File: src/hdl/uer_pkg.sv
// Shared constants, register map and controller/datapath interface types.
package uer_pkg;

  localparam int SAMPLE_COUNT = 5;

  localparam int TRIG_W  = 10;
  localparam int PRE_W   = 16;
  localparam int UNITS_W = 16;
  localparam int SPEED_W = 10;
  localparam int SUM_W   = 19;
  localparam int IDX_W   = 3;
  localparam int DIST_W  = 32;
  localparam int ADDR_W  = 4;
  localparam int DATA_W  = 32;

  localparam logic [IDX_W-1:0] SMP_CNT = IDX_W'(SAMPLE_COUNT);

  // Reciprocal for the burst average: floor(x / N) = (x * RECIP) >> DIV_SHIFT
  localparam int DIV_SHIFT = 24;
  localparam int RECIP_W   = DIV_SHIFT + 1;
  localparam logic [RECIP_W-1:0] RECIP =
    RECIP_W'((64'(1) << DIV_SHIFT) + 64'(SAMPLE_COUNT) - 64'd1) / RECIP_W'(SAMPLE_COUNT);

  localparam int DPROD_W = SUM_W + RECIP_W;
  localparam int P1_W    = SUM_W + PRE_W;
  localparam int P2_W    = P1_W + SPEED_W;

  localparam logic [TRIG_W-1:0]  TRIG_RST  = 10'd40;
  localparam logic [PRE_W-1:0]   PRE_RST   = 16'd500;
  localparam logic [UNITS_W-1:0] WRAP_RST  = 16'd1999;
  localparam logic [SPEED_W-1:0] SPEED_RST = 10'd340;

  typedef enum logic [1:0] {
    REG_TRIG_TICKS = 2'd0,
    REG_PRESCALE   = 2'd1,
    REG_WRAP       = 2'd2,
    REG_SPEED      = 2'd3
  } reg_idx_t;

  typedef struct packed {
    logic [TRIG_W-1:0]  trig_ticks;
    logic [PRE_W-1:0]   count_prescale;
    logic [UNITS_W-1:0] count_wrap;
    logic [SPEED_W-1:0] speed_mps;
  } cfg_t;

  typedef struct packed {
    logic start_burst;
    logic begin_trig;
    logic trig_inc;
    logic echo_first;
    logic count_tick;
    logic close_sample;
    logic div_en;
    logic mulp_en;
    logic muls_en;
    logic sat_en;
  } cmd_t;

  typedef struct packed {
    logic trig_expire;
    logic sample_last;
  } status_t;

endpackage

File: src/hdl/ultrasonic_echo_ranger.sv
// Ultrasonic echo ranger top level: config registers, controller and datapath.
// Throughput: one tick beat per cycle unless the output stalls; after the beat
// that closes the last sample of a burst, input waits for the reciprocal divide, two multiply stages and saturation.
// Each accepted tick gives a registered result beat in the next cycle; the done beat is loaded in the SAT state.
// Reset (rst_n low, synchronous): idle, counters and distance cleared,
// registers at trig 40, prescale 500, wrap 1999, speed 340.
module ultrasonic_echo_ranger (
  input  logic                       clk,
  input  logic                       rst_n,
  input  logic                       in_valid,
  output logic                       in_ready,
  input  logic                       in_start_req,
  input  logic                       in_echo,
  output logic                       out_valid,
  input  logic                       out_ready,
  output logic                       out_trig,
  output logic                       out_busy_res,
  output logic                       out_done_res,
  output logic [uer_pkg::DIST_W-1:0] out_distance_um,
  input  logic                       psel,
  input  logic                       penable,
  input  logic                       pwrite,
  input  logic [uer_pkg::ADDR_W-1:0] paddr,
  input  logic [uer_pkg::DATA_W-1:0] pwdata,
  output logic [uer_pkg::DATA_W-1:0] prdata,
  output logic                       pready
);

  uer_pkg::cfg_t    cfg;
  uer_pkg::cmd_t    cmd;
  uer_pkg::status_t status;

  uer_regs u_regs (
    .clk     (clk),
    .rst_n   (rst_n),
    .psel    (psel),
    .penable (penable),
    .pwrite  (pwrite),
    .paddr   (paddr),
    .pwdata  (pwdata),
    .prdata  (prdata),
    .pready  (pready),
    .cfg     (cfg)
  );

  uer_datapath u_datapath (
    .clk         (clk),
    .rst_n       (rst_n),
    .cfg         (cfg),
    .cmd         (cmd),
    .status      (status),
    .distance_um (out_distance_um)
  );

  uer_ctrl u_ctrl (
    .clk          (clk),
    .rst_n        (rst_n),
    .in_valid     (in_valid),
    .in_ready     (in_ready),
    .in_start_req (in_start_req),
    .in_echo      (in_echo),
    .out_valid    (out_valid),
    .out_ready    (out_ready),
    .out_trig     (out_trig),
    .out_busy_res (out_busy_res),
    .out_done_res (out_done_res),
    .status       (status),
    .cmd          (cmd)
  );

endmodule

File: src/hdl/uer_regs.sv
// APB configuration register bank.
module uer_regs (
  input  logic                       clk,
  input  logic                       rst_n,
  input  logic                       psel,
  input  logic                       penable,
  input  logic                       pwrite,
  input  logic [uer_pkg::ADDR_W-1:0] paddr,
  input  logic [uer_pkg::DATA_W-1:0] pwdata,
  output logic [uer_pkg::DATA_W-1:0] prdata,
  output logic                       pready,
  output uer_pkg::cfg_t              cfg
);

  uer_pkg::cfg_t    cfg_r;
  uer_pkg::cfg_t    cfg_nxt;
  uer_pkg::reg_idx_t idx;
  logic             wr_en;

  assign pready = 1'b1;
  assign idx    = uer_pkg::reg_idx_t'(paddr[3:2]);
  assign wr_en  = psel && penable && pwrite;
  assign cfg    = cfg_r;

  always_comb begin
    cfg_nxt = cfg_r;
    if (wr_en) begin
      case (idx)
        uer_pkg::REG_TRIG_TICKS: cfg_nxt.trig_ticks     = pwdata[uer_pkg::TRIG_W-1:0];
        uer_pkg::REG_PRESCALE:   cfg_nxt.count_prescale = pwdata[uer_pkg::PRE_W-1:0];
        uer_pkg::REG_WRAP:       cfg_nxt.count_wrap     = pwdata[uer_pkg::UNITS_W-1:0];
        uer_pkg::REG_SPEED:      cfg_nxt.speed_mps      = pwdata[uer_pkg::SPEED_W-1:0];
        default:                 cfg_nxt = cfg_r;
      endcase
    end
  end

  always_comb begin
    case (idx)
      uer_pkg::REG_TRIG_TICKS: prdata = uer_pkg::DATA_W'(cfg_r.trig_ticks);
      uer_pkg::REG_PRESCALE:   prdata = uer_pkg::DATA_W'(cfg_r.count_prescale);
      uer_pkg::REG_WRAP:       prdata = uer_pkg::DATA_W'(cfg_r.count_wrap);
      uer_pkg::REG_SPEED:      prdata = uer_pkg::DATA_W'(cfg_r.speed_mps);
      default:                 prdata = '0;
    endcase
  end

  always_ff @(posedge clk) begin
    if (!rst_n) begin
      cfg_r.trig_ticks     <= uer_pkg::TRIG_RST;
      cfg_r.count_prescale <= uer_pkg::PRE_RST;
      cfg_r.count_wrap     <= uer_pkg::WRAP_RST;
      cfg_r.speed_mps      <= uer_pkg::SPEED_RST;
    end else begin
      cfg_r <= cfg_nxt;
    end
  end

endmodule

File: src/hdl/uer_datapath.sv
// Datapath: trigger timer, echo unit counter, burst sum and distance arithmetic.
module uer_datapath (
  input  logic                       clk,
  input  logic                       rst_n,
  input  uer_pkg::cfg_t              cfg,
  input  uer_pkg::cmd_t              cmd,
  output uer_pkg::status_t           status,
  output logic [uer_pkg::DIST_W-1:0] distance_um
);

  logic [uer_pkg::TRIG_W-1:0]  trig_timer_r, trig_timer_nxt, trig_inc;
  logic [uer_pkg::PRE_W-1:0]   prescale_r, prescale_nxt, pre_base, pre_inc;
  logic [uer_pkg::UNITS_W-1:0] units_r, units_nxt, units_base;
  logic [uer_pkg::SUM_W-1:0]   width_sum_r, width_sum_nxt;
  logic [uer_pkg::IDX_W-1:0]   sample_idx_r, sample_idx_nxt, idx_inc;
  logic [uer_pkg::DIST_W-1:0]  last_dist_r, last_dist_nxt;
  logic [uer_pkg::DPROD_W-1:0] dprod_r;
  logic [uer_pkg::P1_W-1:0]    p1_r;
  logic [uer_pkg::P2_W-1:0]    p2_r;
  logic [uer_pkg::SUM_W-1:0]   avg;

  assign trig_inc = trig_timer_r + uer_pkg::TRIG_W'(1);
  assign idx_inc  = sample_idx_r + uer_pkg::IDX_W'(1);

  assign status.trig_expire = (trig_inc >= cfg.trig_ticks) || (trig_inc == '0);
  assign status.sample_last = (idx_inc >= uer_pkg::SMP_CNT);

  assign pre_base   = cmd.echo_first ? '0 : prescale_r;
  assign units_base = cmd.echo_first ? '0 : units_r;
  assign pre_inc    = pre_base + uer_pkg::PRE_W'(1);

  assign avg = dprod_r[uer_pkg::DIV_SHIFT +: uer_pkg::SUM_W];

  assign distance_um = last_dist_r;

  always_comb begin
    trig_timer_nxt = trig_timer_r;
    prescale_nxt   = prescale_r;
    units_nxt      = units_r;
    width_sum_nxt  = width_sum_r;
    sample_idx_nxt = sample_idx_r;
    last_dist_nxt  = last_dist_r;

    if (cmd.start_burst) begin
      width_sum_nxt  = '0;
      sample_idx_nxt = '0;
    end
    if (cmd.trig_inc) begin
      trig_timer_nxt = trig_inc;
    end
    if (cmd.echo_first || cmd.count_tick) begin
      prescale_nxt = pre_inc;
      units_nxt    = units_base;
      if (pre_inc >= cfg.count_prescale) begin
        prescale_nxt = '0;
        if (units_base >= cfg.count_wrap) begin
          units_nxt = '0;
        end else begin
          units_nxt = units_base + uer_pkg::UNITS_W'(1);
        end
      end
    end
    if (cmd.close_sample) begin
      width_sum_nxt  = width_sum_r + uer_pkg::SUM_W'(units_r);
      sample_idx_nxt = idx_inc;
    end
    if (cmd.begin_trig) begin
      trig_timer_nxt = '0;
      prescale_nxt   = '0;
      units_nxt      = '0;
    end
    if (cmd.sat_en) begin
      if (|p2_r[uer_pkg::P2_W-1:uer_pkg::DIST_W+1]) begin
        last_dist_nxt = '1;
      end else begin
        last_dist_nxt = p2_r[uer_pkg::DIST_W:1];
      end
    end
  end

  always_ff @(posedge clk) begin
    if (!rst_n) begin
      trig_timer_r <= '0;
      prescale_r   <= '0;
      units_r      <= '0;
      width_sum_r  <= '0;
      sample_idx_r <= '0;
      last_dist_r  <= '0;
    end else begin
      trig_timer_r <= trig_timer_nxt;
      prescale_r   <= prescale_nxt;
      units_r      <= units_nxt;
      width_sum_r  <= width_sum_nxt;
      sample_idx_r <= sample_idx_nxt;
      last_dist_r  <= last_dist_nxt;
    end
  end

  always_ff @(posedge clk) begin
    if (cmd.div_en) begin
      dprod_r <= uer_pkg::DPROD_W'(width_sum_r) * uer_pkg::DPROD_W'(uer_pkg::RECIP);
    end
    if (cmd.mulp_en) begin
      p1_r <= uer_pkg::P1_W'(avg) * uer_pkg::P1_W'(cfg.count_prescale);
    end
    if (cmd.muls_en) begin
      p2_r <= uer_pkg::P2_W'(p1_r) * uer_pkg::P2_W'(cfg.speed_mps);
    end
  end

endmodule

File: src/hdl/uer_ctrl.sv
// Controller: measurement phase sequencer, result sequencing and output beat register.
module uer_ctrl (
  input  logic             clk,
  input  logic             rst_n,
  input  logic             in_valid,
  output logic             in_ready,
  input  logic             in_start_req,
  input  logic             in_echo,
  output logic             out_valid,
  input  logic             out_ready,
  output logic             out_trig,
  output logic             out_busy_res,
  output logic             out_done_res,
  input  uer_pkg::status_t status,
  output uer_pkg::cmd_t    cmd
);

  typedef enum logic [7:0] {
    ST_IDLE  = 8'b0000_0001,
    ST_TRIG  = 8'b0000_0010,
    ST_WAIT  = 8'b0000_0100,
    ST_COUNT = 8'b0000_1000,
    ST_DIV   = 8'b0001_0000,
    ST_MULP  = 8'b0010_0000,
    ST_MULS  = 8'b0100_0000,
    ST_SAT   = 8'b1000_0000
  } state_t;

  state_t state_r, state_nxt;
  logic   out_valid_r, out_valid_nxt;
  logic   out_trig_r, out_trig_nxt;
  logic   out_busy_r, out_busy_nxt;
  logic   out_done_r, out_done_nxt;
  logic   accepting;
  logic   in_fire;
  logic   load;
  logic   done_v;

  assign accepting = (state_r == ST_IDLE) || (state_r == ST_TRIG) ||
                     (state_r == ST_WAIT) || (state_r == ST_COUNT);
  assign in_ready  = accepting && (!out_valid_r || out_ready);
  assign in_fire   = in_valid && in_ready;

  assign out_valid    = out_valid_r;
  assign out_trig     = out_trig_r;
  assign out_busy_res = out_busy_r;
  assign out_done_res = out_done_r;

  always_comb begin
    state_nxt = state_r;
    cmd       = '0;
    load      = 1'b0;
    done_v    = 1'b0;
    case (state_r)
      ST_IDLE: begin
        if (in_fire) begin
          load = 1'b1;
          if (in_start_req) begin
            cmd.start_burst = 1'b1;
            cmd.begin_trig  = 1'b1;
            state_nxt       = ST_TRIG;
          end
        end
      end
      ST_TRIG: begin
        if (in_fire) begin
          load         = 1'b1;
          cmd.trig_inc = 1'b1;
          if (status.trig_expire) begin
            state_nxt = ST_WAIT;
          end
        end
      end
      ST_WAIT: begin
        if (in_fire) begin
          load = 1'b1;
          if (in_echo) begin
            cmd.echo_first = 1'b1;
            state_nxt      = ST_COUNT;
          end
        end
      end
      ST_COUNT: begin
        if (in_fire) begin
          if (in_echo) begin
            load           = 1'b1;
            cmd.count_tick = 1'b1;
          end else begin
            cmd.close_sample = 1'b1;
            if (status.sample_last) begin
              state_nxt = ST_DIV;
            end else begin
              load           = 1'b1;
              cmd.begin_trig = 1'b1;
              state_nxt      = ST_TRIG;
            end
          end
        end
      end
      ST_DIV: begin
        cmd.div_en = 1'b1;
        state_nxt  = ST_MULP;
      end
      ST_MULP: begin
        cmd.mulp_en = 1'b1;
        state_nxt   = ST_MULS;
      end
      ST_MULS: begin
        cmd.muls_en = 1'b1;
        state_nxt   = ST_SAT;
      end
      ST_SAT: begin
        cmd.sat_en = 1'b1;
        load       = 1'b1;
        done_v     = 1'b1;
        state_nxt  = ST_IDLE;
      end
      default: begin
        state_nxt = ST_IDLE;
      end
    endcase
  end

  always_comb begin
    out_valid_nxt = out_valid_r;
    out_trig_nxt  = out_trig_r;
    out_busy_nxt  = out_busy_r;
    out_done_nxt  = out_done_r;
    if (load) begin
      out_valid_nxt = 1'b1;
      out_trig_nxt  = (state_nxt == ST_TRIG);
      out_busy_nxt  = (state_nxt != ST_IDLE);
      out_done_nxt  = done_v;
    end else if (out_ready) begin
      out_valid_nxt = 1'b0;
    end
  end

  always_ff @(posedge clk) begin
    if (!rst_n) begin
      state_r     <= ST_IDLE;
      out_valid_r <= 1'b0;
    end else begin
      state_r     <= state_nxt;
      out_valid_r <= out_valid_nxt;
    end
  end

  always_ff @(posedge clk) begin
    out_trig_r <= out_trig_nxt;
    out_busy_r <= out_busy_nxt;
    out_done_r <= out_done_nxt;
  end

  a_sat_gives_done: assert property (@(posedge clk) disable iff (!rst_n)
    (state_r == ST_SAT) |=> (out_valid_r && out_done_r && !out_busy_r))
    else $error("result beat missing after distance saturation step");

  a_no_accept_in_math: assert property (@(posedge clk) disable iff (!rst_n)
    !accepting |-> !in_ready)
    else $error("input accepted during distance computation");

  a_last_sample_to_div: assert property (@(posedge clk) disable iff (!rst_n)
    (in_fire && (state_r == ST_COUNT) && !in_echo && status.sample_last)
      |=> ((state_r == ST_DIV) && !out_valid_r))
    else $error("final sample did not enter averaging");

  a_done_not_busy: assert property (@(posedge clk) disable iff (!rst_n)
    (out_valid_r && out_done_r) |-> (!out_busy_r && !out_trig_r))
    else $error("done beat flagged busy or trigger");

endmodule

File: config.mk
export PLATFORM = sky130hd
export DESIGN_NAME = ultrasonic_echo_ranger
export DESIGN_NICKNAME = d
export VERILOG_FILES = /design/src/hdl/uer_pkg.sv /design/src/hdl/ultrasonic_echo_ranger.sv /design/src/hdl/uer_regs.sv /design/src/hdl/uer_datapath.sv /design/src/hdl/uer_ctrl.sv
export SDC_FILE = /design/constraint.sdc
export NUM_CORES = 2
export LEC_CHECK = 0
export ABC_AREA = 1
export ABC_CLOCK_PERIOD_IN_PS = 6400
export BUFFER_PORTS_ARGS = -buffer_cell sky130_fd_sc_hd__buf_2
export CAP_MARGIN = 20
export CORE_ASPECT_RATIO = 0.9
export CORE_UTILIZATION = 43
export DETAILED_ROUTE_END_ITERATION = 8
export PLACE_DENSITY = 0.61
export SLEW_MARGIN = 20
export SYNTH_ARGS = -nofsm -noshare
export SYNTH_HDL_FRONTEND = slang
export SYNTH_SLANG_ARGS = --single-unit
File: constraint.sdc
create_clock -name clk -period 6.4 [get_ports clk]
set_clock_uncertainty 0.1 [all_clocks]
set_input_delay 1.28 -clock clk [delete_from_list [all_inputs] [get_ports clk]]
set_output_delay 1.28 -clock clk [all_outputs]
set_load 0.05 [all_outputs]
==> results.yml <==
run_status:
  status: "complete, no violations"
routing:
  wl_per_cell_um: 15.7
  met2_length_um: 44500
  routed_wl_um: 92900
  first_iter_violations: 1738
  drc: 0
  top_layer: "met5"
  viasPerCell: 4.93
  dr_wl_met3_um: 3400
  vias: 29193
  drt_pass1_iterations: 6
  wl_met1_um: 42700
  ant_nets: 0
worst_setup_path:
  r2r-end: "u_datapath.p1_r[27]"
  crit_chain: "buf_4, nand2_1, inv_1, fa_1, inv_1, fa_1, fa_1, inv_1, fa_1, fa_1, inv_1, fa_1, inv_1, ha_1, a21oi_1, o21ai_0, a21oi_1, buf_4, inv_1, a21boi_0, nor2_1, nand2_1, o211ai_1, xor2_1"
  critical_path.startpoint: "u_datapath.dprod_r[33]"
  rr_worst_depth: 24
  crit_path_start_kind: "flop"
  rrSetupSlack_ns: 0.24
  worstPathArrival_ns: 6.37
  critPathMaxStageDelay_ns: 0.53
  critPathCaptureType: "flop"
  crit_family: "adder cells"
  worstSetupPathType: "flop to flop"
  r2r-start: "u_datapath.dprod_r[33]"
  path_buf_inv: 8
  required_ns: 6.61
  cp_max_fo: 11
  cp_slowest_cell: "edfxtp_1"
clock_network:
  htreeDepth: 1
  clockBufferDepth: 3
  clkSinkCount: 254
  clk_pin_slew_ns: 0.06
  clkLatencyLatePin_ns: 0.59
  ctsHoldBuffers: 0
  cts_tree: "done"
  cts_buffers: 28
  root_buffer: "clkbuf_16"
synthesis:
  syn_area_mm2: 0.0376
  synthArstFlopShare_pct: 0
  ys_top_cells_by_area: "fa_1 (30%), ha_1 (13%), inv_1 (12%)"
  ys_seq_area_share_pct: 16.1
  synth.distinct_cells: 64
  yosys.area.top_type: "fa_1"
  netlist.area_leader.share_pct: 29.6
  synth_seq_cells: 254
  synthFlopType: "dfxtp_1"
  yosysWarnings: 0
  synth_edf_count: 97
  postSynthCellCount: 4750
  synth_area_per_cell_um2: 7.91
placement:
  port_buffers: 79
  place_congestion: 0.884
  hpwlAfterDp_um: 77900
die:
  fp.coreArea_mm2: 0.0863
  die_y_um: 282
  std_cell_rows: 102
  die-area_mm2: 0.0886
  boundaryPins: 115
  start_util_pct: 43.6
  die_w_um: 314
finish:
  layout-drive-gt1-share_pct: 6.21
  syn_to_final_growth_pct: 7.45
  layout.nets: 5749
grt:
  grt_max_degree: 58
  track_usage_pct: 21.3
  grt_pass1_vias: 29219
  overflow: 0
  antenna_found_initial: 3
  grt_pass1_wl_um: 152000
min_path:
  min_to: "u_datapath.prescale_r[2]"
  hold_start: "u_datapath.prescale_r[2]"
  hold_path_class: "flop to flop"
  hold_depth: 2
sta:
  drv_slew: 0
  clock.fmax_ghz: 0.162
  fin_setup_tns_ns: 0
  relSlewSlack_pct: 40.8
  fin_crit_sh_pct: 96.3
  report.final.setup_viol: 0
  fin_crit_ns: 6.16
  tightest_slew_ns: 0.888
  rsz0062_at_grt: "no"
  hold_violations: 0
power_and_ir_drop:
  leakage_nw: 22.3
  power_density_mw_per_mm2: 128
  vdd_ir_drop_max_v: 0.000175
  power_mw: 5.18
flow_run:
  cap_violations: 0
worst max path at each step:
stage / cells past startpoint / to / slack (ns)
floorplan: 24 / u_datapath.p1_r[32] / 0.36
global placement: 21 / u_datapath.p1_r[32] / 0.17
detailed placement: 24 / u_datapath.p1_r[32] / 0.23
CTS: 24 / u_datapath.p1_r[32] / 0.16
global route: 25 / u_datapath.p1_r[30] / 0.006
finish: 24 / u_datapath.p1_r[27] / 0.24
sequential cells by signal (all words and copies together), names as in the netlist:
name,flops
u_datapath.sample_idx_r,3
u_datapath.width_sum_r,19
u_ctrl.state_r,8
u_regs.cfg,52
u_ctrl.out_valid,1
u_datapath.trig_timer_r,10
u_datapath.prescale_r,16
u_ctrl.out_busy_res,1
u_datapath.p1_r,33
u_datapath.distance_um,32
u_ctrl.out_done_res,1
u_datapath.units_r,16
u_datapath.dprod_r,17
u_ctrl.out_trig,1
u_datapath.p2_r,44
cells in the final DEF (no fill, tap or decap), types with 28 or more instances in the layout:
master	instances
a21oi_1	297
dfxtp_1	150
nand2_1	1022
o21ai_0	152
a31oi_1	29
ha_1	390
o211ai_1	28
nand3_1	76
buf_4	83
buf_2	79
nor2_1	233
xor2_1	65
edfxtp_1	97
inv_1	1192
clkbuf_16	31
fa_1	555
xnor2_1	38
kinds of logic (layout without fill, tap and decap cells):
family	count (synthesis)	count (layout)	synth area share, %
xor gates and xnor gates	108	108	2.62
AOI/OAI and AO/OA	581	581	8.49
adders and majority gates	945	945	42.6
other	2	18	0.0200
and+or+nand+nor	1446	1446	15.8
buffers and inverters	1414	1430	14.4
DFF	254	254	16.1
per-stage QoR:
stage | util, % | setup slack, ns | area [um^2] | hold slack [ns] | std cells
floorplan | - | 0.356 | 37600 | 0.345 | 4765
global placement | 45.6 | 0.170 | 39300 | 0.352 | 5869
detailed placement | 45.6 | 0.226 | 39300 | 0.357 | 5869
CTS | 46.8 | 0.161 | 40300 | 0.366 | 5921
global route | 46.8 | 0.00584 | 40400 | 0.393 | 5926
finish | 46.8 | 0.236 | 40400 | 0.368 | 5926
routing by layer:
metal / vias to the layer above / GRT usage, %
li1: 14293 / -
met1: 14244 / 28.7
met2: 523 / 36.6
met3: 129 / 2.31
met4: 4 / 5.38
met5: - / 0
worst min-delay path, delay by kind of cell, from the launching register on:
kind            cells  cell delay (ns)
simple gates        1             0.06
flops               1             0.31
compound gates      1             0.05
where the power goes:
group	internal (mW)	switching [mW]	total, mW
logic	0.569	1.06	1.63
registers	1.74	0.0163	1.76
clock network	1.07	0.711	1.79
repair_timing:
| action | CTS | global route |
|---|---|---|
| buffers inserted | 0 | 4 |
| setup endpoints to repair | 0 | 5 |
| resized for setup | 0 | 7 |
synth_stat cells (5+ instances only):
master	instances
buf_1	22
ha_1	390
o211ai_1	28
o21a_1	10
dfxtp_1	157
or2_2	6
nand4_1	20
nor2_2	12
nand2_1	1022
nand3_1	76
o21ai_0	154
and2_1	5
nor4_1	9
clkbuf_1	153
nor2_1	234
nand2_2	9
o22ai_1	6
fa_1	555
a21o_1	6
edfxtp_1	97
o2111ai_1	9
a31oi_1	29
nor3_1	22
xor2_1	65
buf_4	24
nor2_4	10
o21ai_1	13
a21oi_1	297
xnor2_1	38
nand3b_1	6
inv_2	13
inv_1	1192
cell type report:
| class | count | area, um^2 |
|---|---|---|
| antenna | 1 | 2.50 |
| clock buffer | 39 | 836 |
| clock inverter | 13 | 178 |
| fill | 8599 | 45900 |
| inverter | 1210 | 4540 |
| multi-input combinational | 3097 | 26200 |
| sequential | 254 | 6060 |
| tap | 1144 | 1430 |
| timing repair buffer | 168 | 1140 |
No activity file was read; power rests on OpenSTA's default activity.
